==> config.mk <==
export PLATFORM = sky130hd
export DESIGN_NAME = tcbm_front
export DESIGN_NICKNAME = d
export VERILOG_FILES = /design/src/rtl/tcbm_pkg.sv /design/src/rtl/tcbm_front.sv
export SDC_FILE = /design/constraint.sdc
export NUM_CORES = 1
export LEC_CHECK = 0
export BUFFER_PORTS_ARGS = -buffer_cell sky130_fd_sc_hd__buf_2
export CORE_ASPECT_RATIO = 1.4
export CORE_UTILIZATION = 50
export DETAILED_ROUTE_END_ITERATION = 8
export PLACE_DENSITY = 0.89
export RECOVER_POWER = 100
export SLEW_MARGIN = 20
export SYNTH_ARGS = -nofsm -noshare
export SYNTH_HDL_FRONTEND = slang
export SYNTH_SLANG_ARGS = --single-unit
==> constraint.sdc <==
create_clock -name clock -period 2.2 [get_ports clock]
set_clock_uncertainty 0.05 [all_clocks]
set_input_delay 0.44 -clock clock [delete_from_list [all_inputs] [get_ports clock]]
set_output_delay 0.44 -clock clock [all_outputs]
set_load 0.01 [all_outputs]
==> src/rtl/tcbm_pkg.sv <==
// shared types and constants for the transmit chunk buffer manager
// no dependencies; used by tcbm_front, tcbm_back and tx_chunk_buffer_manager
package tcbm_pkg;

   localparam int BUFFER_DEPTH_DEF = 1024;
   localparam int CHUNK_SLOTS_DEF  = 16;

   typedef enum logic [1:0] {
      FN_WRITE    = 2'd0,
      FN_COMPLETE = 2'd1,
      FN_CONNECT  = 2'd2,
      FN_READ     = 2'd3
   } func_type;

   typedef struct packed {
      func_type    op;
      logic [7:0]  data_byte;
      logic        last_byte;
      logic        engine_idle;
      logic [9:0]  read_index;
   } item_type;

   typedef struct packed {
      logic        byte_accepted;
      logic        tx_start_valid;
      logic [9:0]  tx_start_pos;
      logic [10:0] tx_length;
      logic [7:0]  read_data;
   } result_type;

endpackage

==> src/rtl/tcbm_front.sv <==
// input side: accepts stream items, decodes the function code and queues them
// depends on tcbm_pkg
module tcbm_front (
   input  logic               clock,
   input  logic               reset,
   input  logic               req_tvalid,
   output logic               req_tready,
   input  logic [23:0]        req_tdata,
   input  logic               req_tlast,
   input  logic [1:0]         req_tuser,
   output logic               item_valid,
   output tcbm_pkg::item_type item,
   input  logic               item_pop
);
   import tcbm_pkg::*;

   item_type   queue_ff [2];
   logic       wr_ptr_ff, wr_ptr_in;
   logic       rd_ptr_ff, rd_ptr_in;
   logic [1:0] count_ff, count_in;
   logic       push;
   item_type   decoded;

   always_comb begin
      decoded.op          = func_type'(req_tuser);
      decoded.data_byte   = req_tdata[7:0];
      decoded.last_byte   = req_tlast;
      decoded.engine_idle = req_tdata[8];
      decoded.read_index  = req_tdata[18:9];
   end

   assign req_tready = (count_ff != 2'd2);
   assign push       = req_tvalid && req_tready;
   assign item_valid = (count_ff != 2'd0);
   assign item       = queue_ff[rd_ptr_ff];

   always_comb begin
      wr_ptr_in = push ? ~wr_ptr_ff : wr_ptr_ff;
      rd_ptr_in = item_pop ? ~rd_ptr_ff : rd_ptr_ff;
      count_in  = count_ff + 2'(push) - 2'(item_pop);
   end

   always_ff @(posedge clock) begin
      if (reset) begin
         wr_ptr_ff <= 1'b0;
         rd_ptr_ff <= 1'b0;
         count_ff  <= 2'd0;
      end else begin
         wr_ptr_ff <= wr_ptr_in;
         rd_ptr_ff <= rd_ptr_in;
         count_ff  <= count_in;
      end
   end

   always_ff @(posedge clock) begin
      if (push) begin
         queue_ff[wr_ptr_ff] <= decoded;
      end
   end

endmodule

==> results of run 1 <==
[final cells by class]
type / count / area, µm²
timing repair buffer: 54 / 231
fill: 285 / 1220
sequential: 49 / 1420
clock buffer: 5 / 68.8
tap: 40 / 50.0
inverter: 4 / 15.0
multi-input combinational: 42 / 388
clock inverter: 3 / 41.3
[cell usage after synthesis]
master,instances,area [µm²]
sky130_fd_sc_hd__a21oi_1,1,5.00
sky130_fd_sc_hd__mux2_1,7,78.8
sky130_fd_sc_hd__a21bo_1,1,10.0
sky130_fd_sc_hd__nand2b_1,1,6.26
sky130_fd_sc_hd__ha_1,1,12.5
sky130_fd_sc_hd__nor2b_1,1,6.26
sky130_fd_sc_hd__buf_2,2,10.0
sky130_fd_sc_hd__or2_2,1,6.26
sky130_fd_sc_hd__nor2_1,3,11.3
sky130_fd_sc_hd__a21boi_1,1,7.51
sky130_fd_sc_hd__nand4b_1,1,8.76
sky130_fd_sc_hd__edfxtp_1,44,1320
sky130_fd_sc_hd__mux2_2,15,169
sky130_fd_sc_hd__a2111oi_0,1,8.76
sky130_fd_sc_hd__nand2_1,1,3.75
sky130_fd_sc_hd__dfxtp_1,5,100
sky130_fd_sc_hd__xnor2_1,2,17.5
sky130_fd_sc_hd__nand3b_1,1,7.51
sky130_fd_sc_hd__and3_1,1,6.26
sky130_fd_sc_hd__or4b_1,1,10.0
sky130_fd_sc_hd__inv_1,4,15.0
sky130_fd_sc_hd__nand4_1,2,12.5
[final timing paths]
path                               end              startpoint
max                           item[16]               flip-flop
min          queue_ff[1][13]$_DFFE_PP_            req_tdata[1]
max reg2reg     count_ff[1]$_SDFF_PP0_  count_ff[0]$_SDFF_PP0_
min reg2reg     rd_ptr_ff$_SDFFE_PP0P_  rd_ptr_ff$_SDFFE_PP0P_
[registers in the layout, summed over array words and instances, names as in the netlist, named ones only]
register and count:
count_ff 2, rd_ptr_ff 1, wr_ptr_ff 1, queue_ff 44
[per-layer routing]
layer | up-vias | global-route usage, % | share of wire [%]
li1 | 494 | - | -
met1 | 492 | 16.9 | 33
met2 | 35 | 31.6 | 60
met3 | 5 | 6.83 | 5.8
met4 | 0 | 9.06 | 1.7
met5 | - | 0 | 0
[worst register-to-register path: cells and delay by family (launching register included)]
| kind | cells | cell delay, ns |
|---|---|---|
| flip-flops | 1 | 0.37 |
| XOR/XNOR | 1 | 0.13 |
| AND/OR/NAND/NOR | 4 | 0.98 |
| adder cells (fa/ha/maj) | 1 | 0.22 |
[per-stage QoR]
| step | instance area, µm² | setup slack [ns] | hold slack (ns) | cells | utilization, % |
|---|---|---|---|---|---|
| 6_report | 2220 | 0.237 | 0.280 | 197 | 64.4 |
| 5_1_grt | 2220 | 0.161 | 0.267 | 197 | 64.4 |
| 4_1_cts | 2280 | 0.332 | 0.272 | 197 | 66.3 |
| 3_5_place_dp | 2170 | 0.389 | 0.464 | 189 | 63.1 |
| 3_3_place_gp | 2170 | 0.509 | 0.447 | 189 | 63.1 |
| 2_1_floorplan | 1830 | 0.518 | 0.430 | 97 | - |
[power groups by stage]
stage	combinational [mW]	clock [mW]	sequential, mW
floorplan	0.177	0	1.15
global placement	0.299	0	1.15
detailed placement	0.314	0	1.16
CTS	0.316	0.620	1.14
global route	0.310	0.658	1.14
finish	0.280	0.605	1.14
[logic make-up after synthesis]
kind of cell	after synthesis
mux	22
buf+inv	6
compound gates	4
fa+ha+maj	1
simple gates	13
xor+xnor	2
flops	49
==> results.cfg, run 1 <==
[floorplan]
initial_core_util_pct = 53.3
die_y_um = 73.7
die_width_um = 53.2
die_footprint_um2 = 3920
num_io_pins = 55
fp.coreArea_um2 = 3440
row_cnt = 25

[power_and_ir_drop]
p_int_mw = 1.56
worst_ir_drop_vdd_mv = 0.704
combinational_fraction_of_design_power_pct = 13.9
clock_power_share_pct = 29.9
p_leak_nw = 0.784
powerDensity_nw_per_um2 = 912
sw_frac_of_total_pct = 22.7
total_power_mw = 2.02
pwr-share-seq_pct = 56.2
power.switching_mw = 0.458

[finish]
highest_count_cells_in_the_layout_ignoring_fill_and_taps = sky130_fd_sc_hd__edfxtp_1 (44), sky130_fd_sc_hd__clkbuf_1 (33), sky130_fd_sc_hd__buf_2 (18)
design.final.nets = 188
flow.area_growth_from_synthesis_pct = 20.8
layout_commonest_cell = sky130_fd_sc_hd__edfxtp_1
insertedDiodeCount = 0
drive_above_1_share_pct = 28.0

[sta]
slew_headroom_pct = 51.2
unrepaired_setup_endpoints_after_global_routing = false
period_share_pct = 89.2
finalSetupViolCount = 0
totalNegativeSetupSlack_ns = 0
timing_worst_slew_pin_value_ns = 0.732
finalWorstPathRequiredPeriod_ns = 1.96
timing.final.hold_violations = 0
peak_freq_mhz = 509
timing.final.max_slew_violations = 0

[clocking]
hold_buffer_count_at_cts = 0
h-tree-depth = 2
total_clock_sinks = 49
cts_buffers = 5
clock_path_buffers = 2
cts_tree = yes
insertion_delay_of_the_later_clocked_pin_in_the_worst_skew_pair_ns = 0.29
clockRootBuffer = sky130_fd_sc_hd__clkbuf_8
post_cts_resize_count = 0
postCtsSetupRepairBufs = 0
worst_setup_hold_path_clk_slew_ns = 0.08

[synthesis]
synth_xor_xnor_area_share_pct = 0.955
synthesis.area_um2 = 1830
ys_seq_elements = 49
fraction_of_the_mapped_netlist_area_in_compound_gates_pct = 1.71
ys_seq_area_share_pct = 77.5
synthesis.instances = 97
synth-adder-area-share_pct = 0.682
synthesized_area_per_cell_um2 = 18.9
synth.yosys.warnings = 0
post_synth_and_or_nand_nor_area_fraction_pct = 4.30
synthesis.nets = 129
yosysUniqueCellTypes = 22
synth_top_family_by_area = multiplexers
muxShareOfSynthArea_pct = 13.5

[grt]
grt_first_pass_wirelength_mm = 4.58
grt_antenna_before_repair = 0
grt_use_total_pct = 17.7
number_of_global_route_vias_before_repair = 1034
grt_max_degree = 16
grt.overflow.total = 0

[critical_path]
critical_path_cell_by_cell = clkbuf_2, mux2_2, clkbuf_1
worst-path-max-fanout = 14
ff2ff_path_depth = 6
cpLargestDelayFamily = buffers and inverters
register_to_register_path_setup_slack_ns = 0.38
crit_slowest_cell = sky130_fd_sc_hd__mux2_2
setup.worst_path.end_class = output port
crit_arrival_ns = 1.47
critical-path-max-stage-delay_ns = 0.38
critical_path_required_time_ns = 1.71
critical_path_type = reg -> out
setup.worst_path.start_class = flip-flop
path_depth = 3
critical_path.n_buffers_inverters = 2

[place]
gp_routability_congestion = 0.605
io_buffer_count = 49
place_hpwl_mm = 2.17

[detailed_routing]
remaining_drc_errors = 0
detail_route.wirelength_mm = 3.00
ant_nets = 0
wl_per_cell_um = 15.2
drt_first_iter_violations = 24
post_drt_via_cell_ratio = 5.21
dr_total_vias = 1026
first_pass_iters = 4

[status]
status = completed

[min_path]
whs_path_depth = 1
worst_min_path_class = in -> reg

[flow_run]
max_cap_viol_count = 0
Power figures use the tool's default switching activity.
==> run 2: changes to the inputs <==
- BUFFER_PORTS_ARGS: -buffer_cell sky130_fd_sc_hd__buf_2 -> unset
- CORE_UTILIZATION: 50 -> 60
- DONT_BUFFER_PORTS: unset -> 1
- PLACE_DENSITY: 0.89 -> 0.87
- RECOVER_POWER: 100 -> unset
==> results.cfg, run 2 (synthesis gave the netlist of run 1 again) <==
[sta]
timing_worst_slew_pin_value_ns = 0.367
slew_headroom_pct = 74.9
totalNegativeSetupSlack_ns = 0
finalSetupViolCount = 0
timing.final.max_slew_violations = 0
period_share_pct = 86.3
finalWorstPathRequiredPeriod_ns = 1.90
unrepaired_setup_endpoints_after_global_routing = false
peak_freq_mhz = 527
hold_ws_ns = 0.150
timing.final.hold_violations = 0

[critical_path]
critical_path_required_time_ns = 2.39
setup.worst_path.start_class = flip-flop
worst-path-max-fanout = 5
setup.worst_path.end_class = flip-flop
crit_arrival_ns = 2.08
worstSetupStartpoint = count_ff[0]$_SDFF_PP0_
reg2reg_from = count_ff[0]$_SDFF_PP0_
critical_path_type = reg -> reg

[status]
status = completed

[grt]
grt_antenna_before_repair = 0
grt_max_degree = 23
grt_use_total_pct = 17.4
number_of_global_route_vias_before_repair = 814
grt.overflow.total = 0
grt_first_pass_wirelength_mm = 3.87

[finish]
highest_count_cells_in_the_layout_ignoring_fill_and_taps = sky130_fd_sc_hd__edfxtp_1 (44), sky130_fd_sc_hd__mux2_2 (15), sky130_fd_sc_hd__mux2_1 (7)
design.final.nets = 139
regMostFlops = queue_ff
layout_commonest_cell = sky130_fd_sc_hd__edfxtp_1
flow.area_growth_from_synthesis_pct = 8.39
largest_registers = queue_ff (44), count_ff (2)
finish.instance_area_um2 = 1990
finish.cell_count_without_fillers = 145
largest_reg_flops = 44
insertedDiodeCount = 0
drive_above_1_share_pct = 24.1

[place]
placedInstanceArea_um2 = 1910
place.detailed.instances = 137
place_hpwl_mm = 1.85
io_buffer_count = 0
gp_routability_congestion = 0.640

[floorplan]
fp.coreArea_um2 = 2880
num_io_pins = 55
initial_core_util_pct = 63.7
row_cnt = 23
die_width_um = 48.7
die_y_um = 67.4
die_footprint_um2 = 3290

[clocking]
clockRootBuffer = sky130_fd_sc_hd__clkbuf_8
post_cts_resize_count = 0
total_clock_sinks = 49
cts_tree = yes
worst_setup_hold_path_clk_slew_ns = 0.08
h-tree-depth = 2
clock_path_buffers = 2
cts_buffers = 5
postCtsSetupRepairBufs = 0
insertion_delay_of_the_later_clocked_pin_in_the_worst_skew_pair_ns = 0.29
hold_buffer_count_at_cts = 0

[detailed_routing]
detail_route.wirelength_mm = 2.66
remaining_drc_errors = 0
post_drt_via_cell_ratio = 5.77
ant_nets = 0
dr_total_vias = 837
drt_first_iter_violations = 16
first_pass_iters = 3
wl_per_cell_um = 18.3

[power_and_ir_drop]
worst_ir_drop_vdd_mv = 0.631
powerDensity_nw_per_um2 = 921
p_leak_nw = 0.674

[flow_run]
max_cap_viol_count = 0

[min_path]
worst_min_path_class = in -> reg
hold_path_startpoint = reset
## run 2: cell types whose count changed in the layout (fill, tap and decap cells not counted)
| cell | before | now |
|---|---|---|
| sky130_fd_sc_hd__clkbuf_1 | 33 | 3 |
| sky130_fd_sc_hd__buf_2 | 18 | 0 |
| sky130_fd_sc_hd__buf_4 | 1 | 5 |
| sky130_fd_sc_hd__clkbuf_2 | 2 | 0 |
| sky130_fd_sc_hd__bufinv_16 | 1 | 0 |
| sky130_fd_sc_hd__clkinv_1 | 1 | 0 |
| sky130_fd_sc_hd__clkinvlp_4 | 1 | 0 |
## run 2: layout make-up
| cell class | count | area [µm²] |
|---|---|---|
| sequential | 49 | 1420 |
| fill | 189 | 890 |
| multi-input combinational | 42 | 388 |
| clock buffer | 8 | 80.1 |
| tap | 37 | 46.3 |
| timing repair buffer | 5 | 37.5 |
| inverter | 4 | 15.0 |
## run 2: report_power, final
| group | switching [mW] | leakage (nW) | internal (mW) |
|---|---|---|---|
| logic | 0.129 | 0.182 | 0.0878 |
| registers | 0.0270 | 0.452 | 1.11 |
| clock network | 0.252 | 0.0395 | 0.226 |
## run 2: per-stage QoR
stage	utilization (%)	power [mW]	setup WS, ns
3_5_place_dp	66.3	1.38	0.333
2_1_floorplan	-	1.32	0.518
3_3_place_gp	66.3	1.36	0.471
4_1_cts	69.1	1.86	0.299
6_report	69.1	1.83	0.301
5_1_grt	69.1	1.91	0.0905
## run 2: metal layers
metal	part of all wire (%)	vias to the layer above	global-route usage, %
met5	0	-	0
met4	1.8	0	9.93
met3	7.3	4	7.21
met2	54	32	29.5
met1	36	413	18.3
li1	-	388	-
## run 2: path summary, 6_finish.rpt
kind,end,slack (ns),cells past startpoint
max,count_ff[1]$_SDFF_PP0_,0.30,6
min,wr_ptr_ff$_SDFFE_PP0P_,0.15,1
max reg2reg,count_ff[1]$_SDFF_PP0_,0.30,6
min reg2reg,rd_ptr_ff$_SDFFE_PP0P_,0.48,2
## run 2: worst max-delay path: stages (launching register included)
cell and delay, ns:
sky130_fd_sc_hd__dfxtp_1 0.39, sky130_fd_sc_hd__nand2b_1 0.28, sky130_fd_sc_hd__nand2_1 0.12, sky130_fd_sc_hd__xnor2_1 0.14, sky130_fd_sc_hd__ha_1 0.22, sky130_fd_sc_hd__or4b_1 0.55
sky130_fd_sc_hd__nand4b_1 0.11
==> run 3: changes to the inputs <==
- REMOVE_ABC_BUFFERS: unset -> 1
==> results.cfg, run 3 (synthesis gave the netlist of run 1 again) <==
[clocking]
total_clock_sinks = 49
cts_tree = yes
clockRootBuffer = sky130_fd_sc_hd__clkbuf_8
insertion_delay_of_the_later_clocked_pin_in_the_worst_skew_pair_ns = 0.29
cts_buffers = 5
post_cts_resize_count = 0
h-tree-depth = 2
postCtsSetupRepairBufs = 0
hold_buffer_count_at_cts = 0
clock_path_buffers = 2
worst_setup_hold_path_clk_slew_ns = 0.08

[place]
place_hpwl_mm = 1.83
gp_routability_congestion = 0.625
placedInstanceArea_um2 = 1890
io_buffer_count = 0

[sta]
unrepaired_setup_endpoints_after_global_routing = false
period_share_pct = 83.2
timing.final.hold_violations = 0
timing.final.max_slew_violations = 0
slew_headroom_pct = 75.8
peak_freq_mhz = 546
totalNegativeSetupSlack_ns = 0
finalSetupViolCount = 0
timing_worst_slew_pin_value_ns = 0.354
finalWorstPathRequiredPeriod_ns = 1.83

[critical_path]
setup.worst_path.end_class = flip-flop
critical_path_type = reg -> reg
crit_slowest_cell = sky130_fd_sc_hd__or4b_1
worst-path-max-fanout = 5
worstSetupStartpoint = count_ff[0]$_SDFF_PP0_
critical-path-max-stage-delay_ns = 0.52
critical_path_cell_by_cell = nand2b_1, nand2_1, xnor2_1, ha_1, or4b_1, nand4b_1
setup.worst_path.start_class = flip-flop
reg2reg_from = count_ff[0]$_SDFF_PP0_
critical_path_required_time_ns = 2.38
crit_arrival_ns = 2.01

[floorplan]
num_io_pins = 55
die_width_um = 48.7
die_y_um = 67.4
row_cnt = 23
fp.coreArea_um2 = 2880
die_footprint_um2 = 3290
initial_core_util_pct = 63.7

[finish]
finish.instance_area_um2 = 1980
highest_count_cells_in_the_layout_ignoring_fill_and_taps = sky130_fd_sc_hd__edfxtp_1 (44), sky130_fd_sc_hd__mux2_2 (15), sky130_fd_sc_hd__mux2_1 (7)
layout_commonest_cell = sky130_fd_sc_hd__edfxtp_1
insertedDiodeCount = 0
largest_registers = queue_ff (44), count_ff (2)
regMostFlops = queue_ff
drive_above_1_share_pct = 23.6
flow.area_growth_from_synthesis_pct = 8.12
sequential_cell_area_um2 = 1420
multi_input_area_um2 = 388
layout.filler_cells = 187
largest_reg_flops = 44
design.final.nets = 137

[detailed_routing]
remaining_drc_errors = 0
drt_first_iter_violations = 30
post_drt_via_cell_ratio = 5.62
dr_total_vias = 804
wl_per_cell_um = 18.7
ant_nets = 0
detail_route.wirelength_mm = 2.67
first_pass_iters = 4

[grt]
grt_use_total_pct = 18.1
grt_first_pass_wirelength_mm = 4.00
grt_util_met1_pct = 17.4
grt_max_degree = 23
number_of_global_route_vias_before_repair = 806
grt-busiest-layer = met2
gr-usage-met2_pct = 31.3
grt_antenna_before_repair = 0
grt_met3_use_pct = 8.11
grt.overflow.total = 0

[power_and_ir_drop]
pwr-share-seq_pct = 61.1
clock_power_share_pct = 27.5
powerDensity_nw_per_um2 = 937
power.switching_mw = 0.408
combinational_fraction_of_design_power_pct = 11.5
sw_frac_of_total_pct = 22.0
p_int_mw = 1.45
p_leak_nw = 0.670
worst_ir_drop_vdd_mv = 0.895

[min_path]
hold_path_startpoint = reset
worst_min_path_class = in -> reg

[flow_run]
max_cap_viol_count = 0

[status]
status = completed
==> run 3: changes by cell type in the layout (fill, tap and decap cells not counted), sizes merged <==
cell	delta
buf	-2
==> run 3: power groups by stage <==
stage	Clock (mW)	Combinational (mW)	Sequential [mW]
after floorplan	0	0.165	1.16
after global placement	0	0.209	1.15
after detailed placement	0	0.217	1.16
after CTS	0.522	0.218	1.13
after global routing	0.559	0.233	1.14
final	0.510	0.213	1.13
==> run 3: final timing paths <==
| check | cells after the start | slack, ns | end |
|---|---|---|---|
| max | 6 | 0.37 | count_ff[1]$_SDFF_PP0_ |
| min | 1 | 0.15 | count_ff[0]$_SDFF_PP0_ |
| max reg2reg | 6 | 0.37 | count_ff[1]$_SDFF_PP0_ |
| min reg2reg | 2 | 0.50 | flip-flop |
==> run 3: worst max-delay path, delay by kind of cell (launching register included) <==
| kind | cells | cell delay, ns |
|---|---|---|
| xor+xnor | 1 | 0.13 |
| flops | 1 | 0.37 |
| fa+ha+maj | 1 | 0.23 |
| simple gates | 4 | 0.98 |
==> run 3: cell type report <==
cell class	instances	share of cell area, %
clock buffers	8	4.54
inverters	4	0.757
multi-input cells	42	19.6
flip-flops and latches	49	71.7
well taps	37	2.33
repair buffers	3	1.14
==> run 3: metal layers <==
| metal | vias to the layer above | part of all wire (%) |
|---|---|---|
| li1 | 383 | - |
| met1 | 385 | 35 |
| met2 | 30 | 54 |
| met3 | 6 | 7.9 |
| met4 | 0 | 2.7 |
| met5 | - | 0 |
==> run 3: through the flow <==
| stage | power (mW) | utilization, % | instances | setup WS [ns] | hold WS [ns] |
|---|---|---|---|---|---|
| global placement | 1.36 | 65.8 | 135 | 0.463 | 0.448 |
| floorplan | 1.32 | - | 95 | 0.518 | 0.430 |
| CTS | 1.87 | 68.9 | 143 | 0.373 | 0.148 |
| finish | 1.86 | 68.9 | 143 | 0.369 | 0.152 |
| global route | 1.94 | 68.9 | 143 | 0.279 | 0.146 |
| detailed placement | 1.37 | 65.8 | 135 | 0.391 | 0.465 |
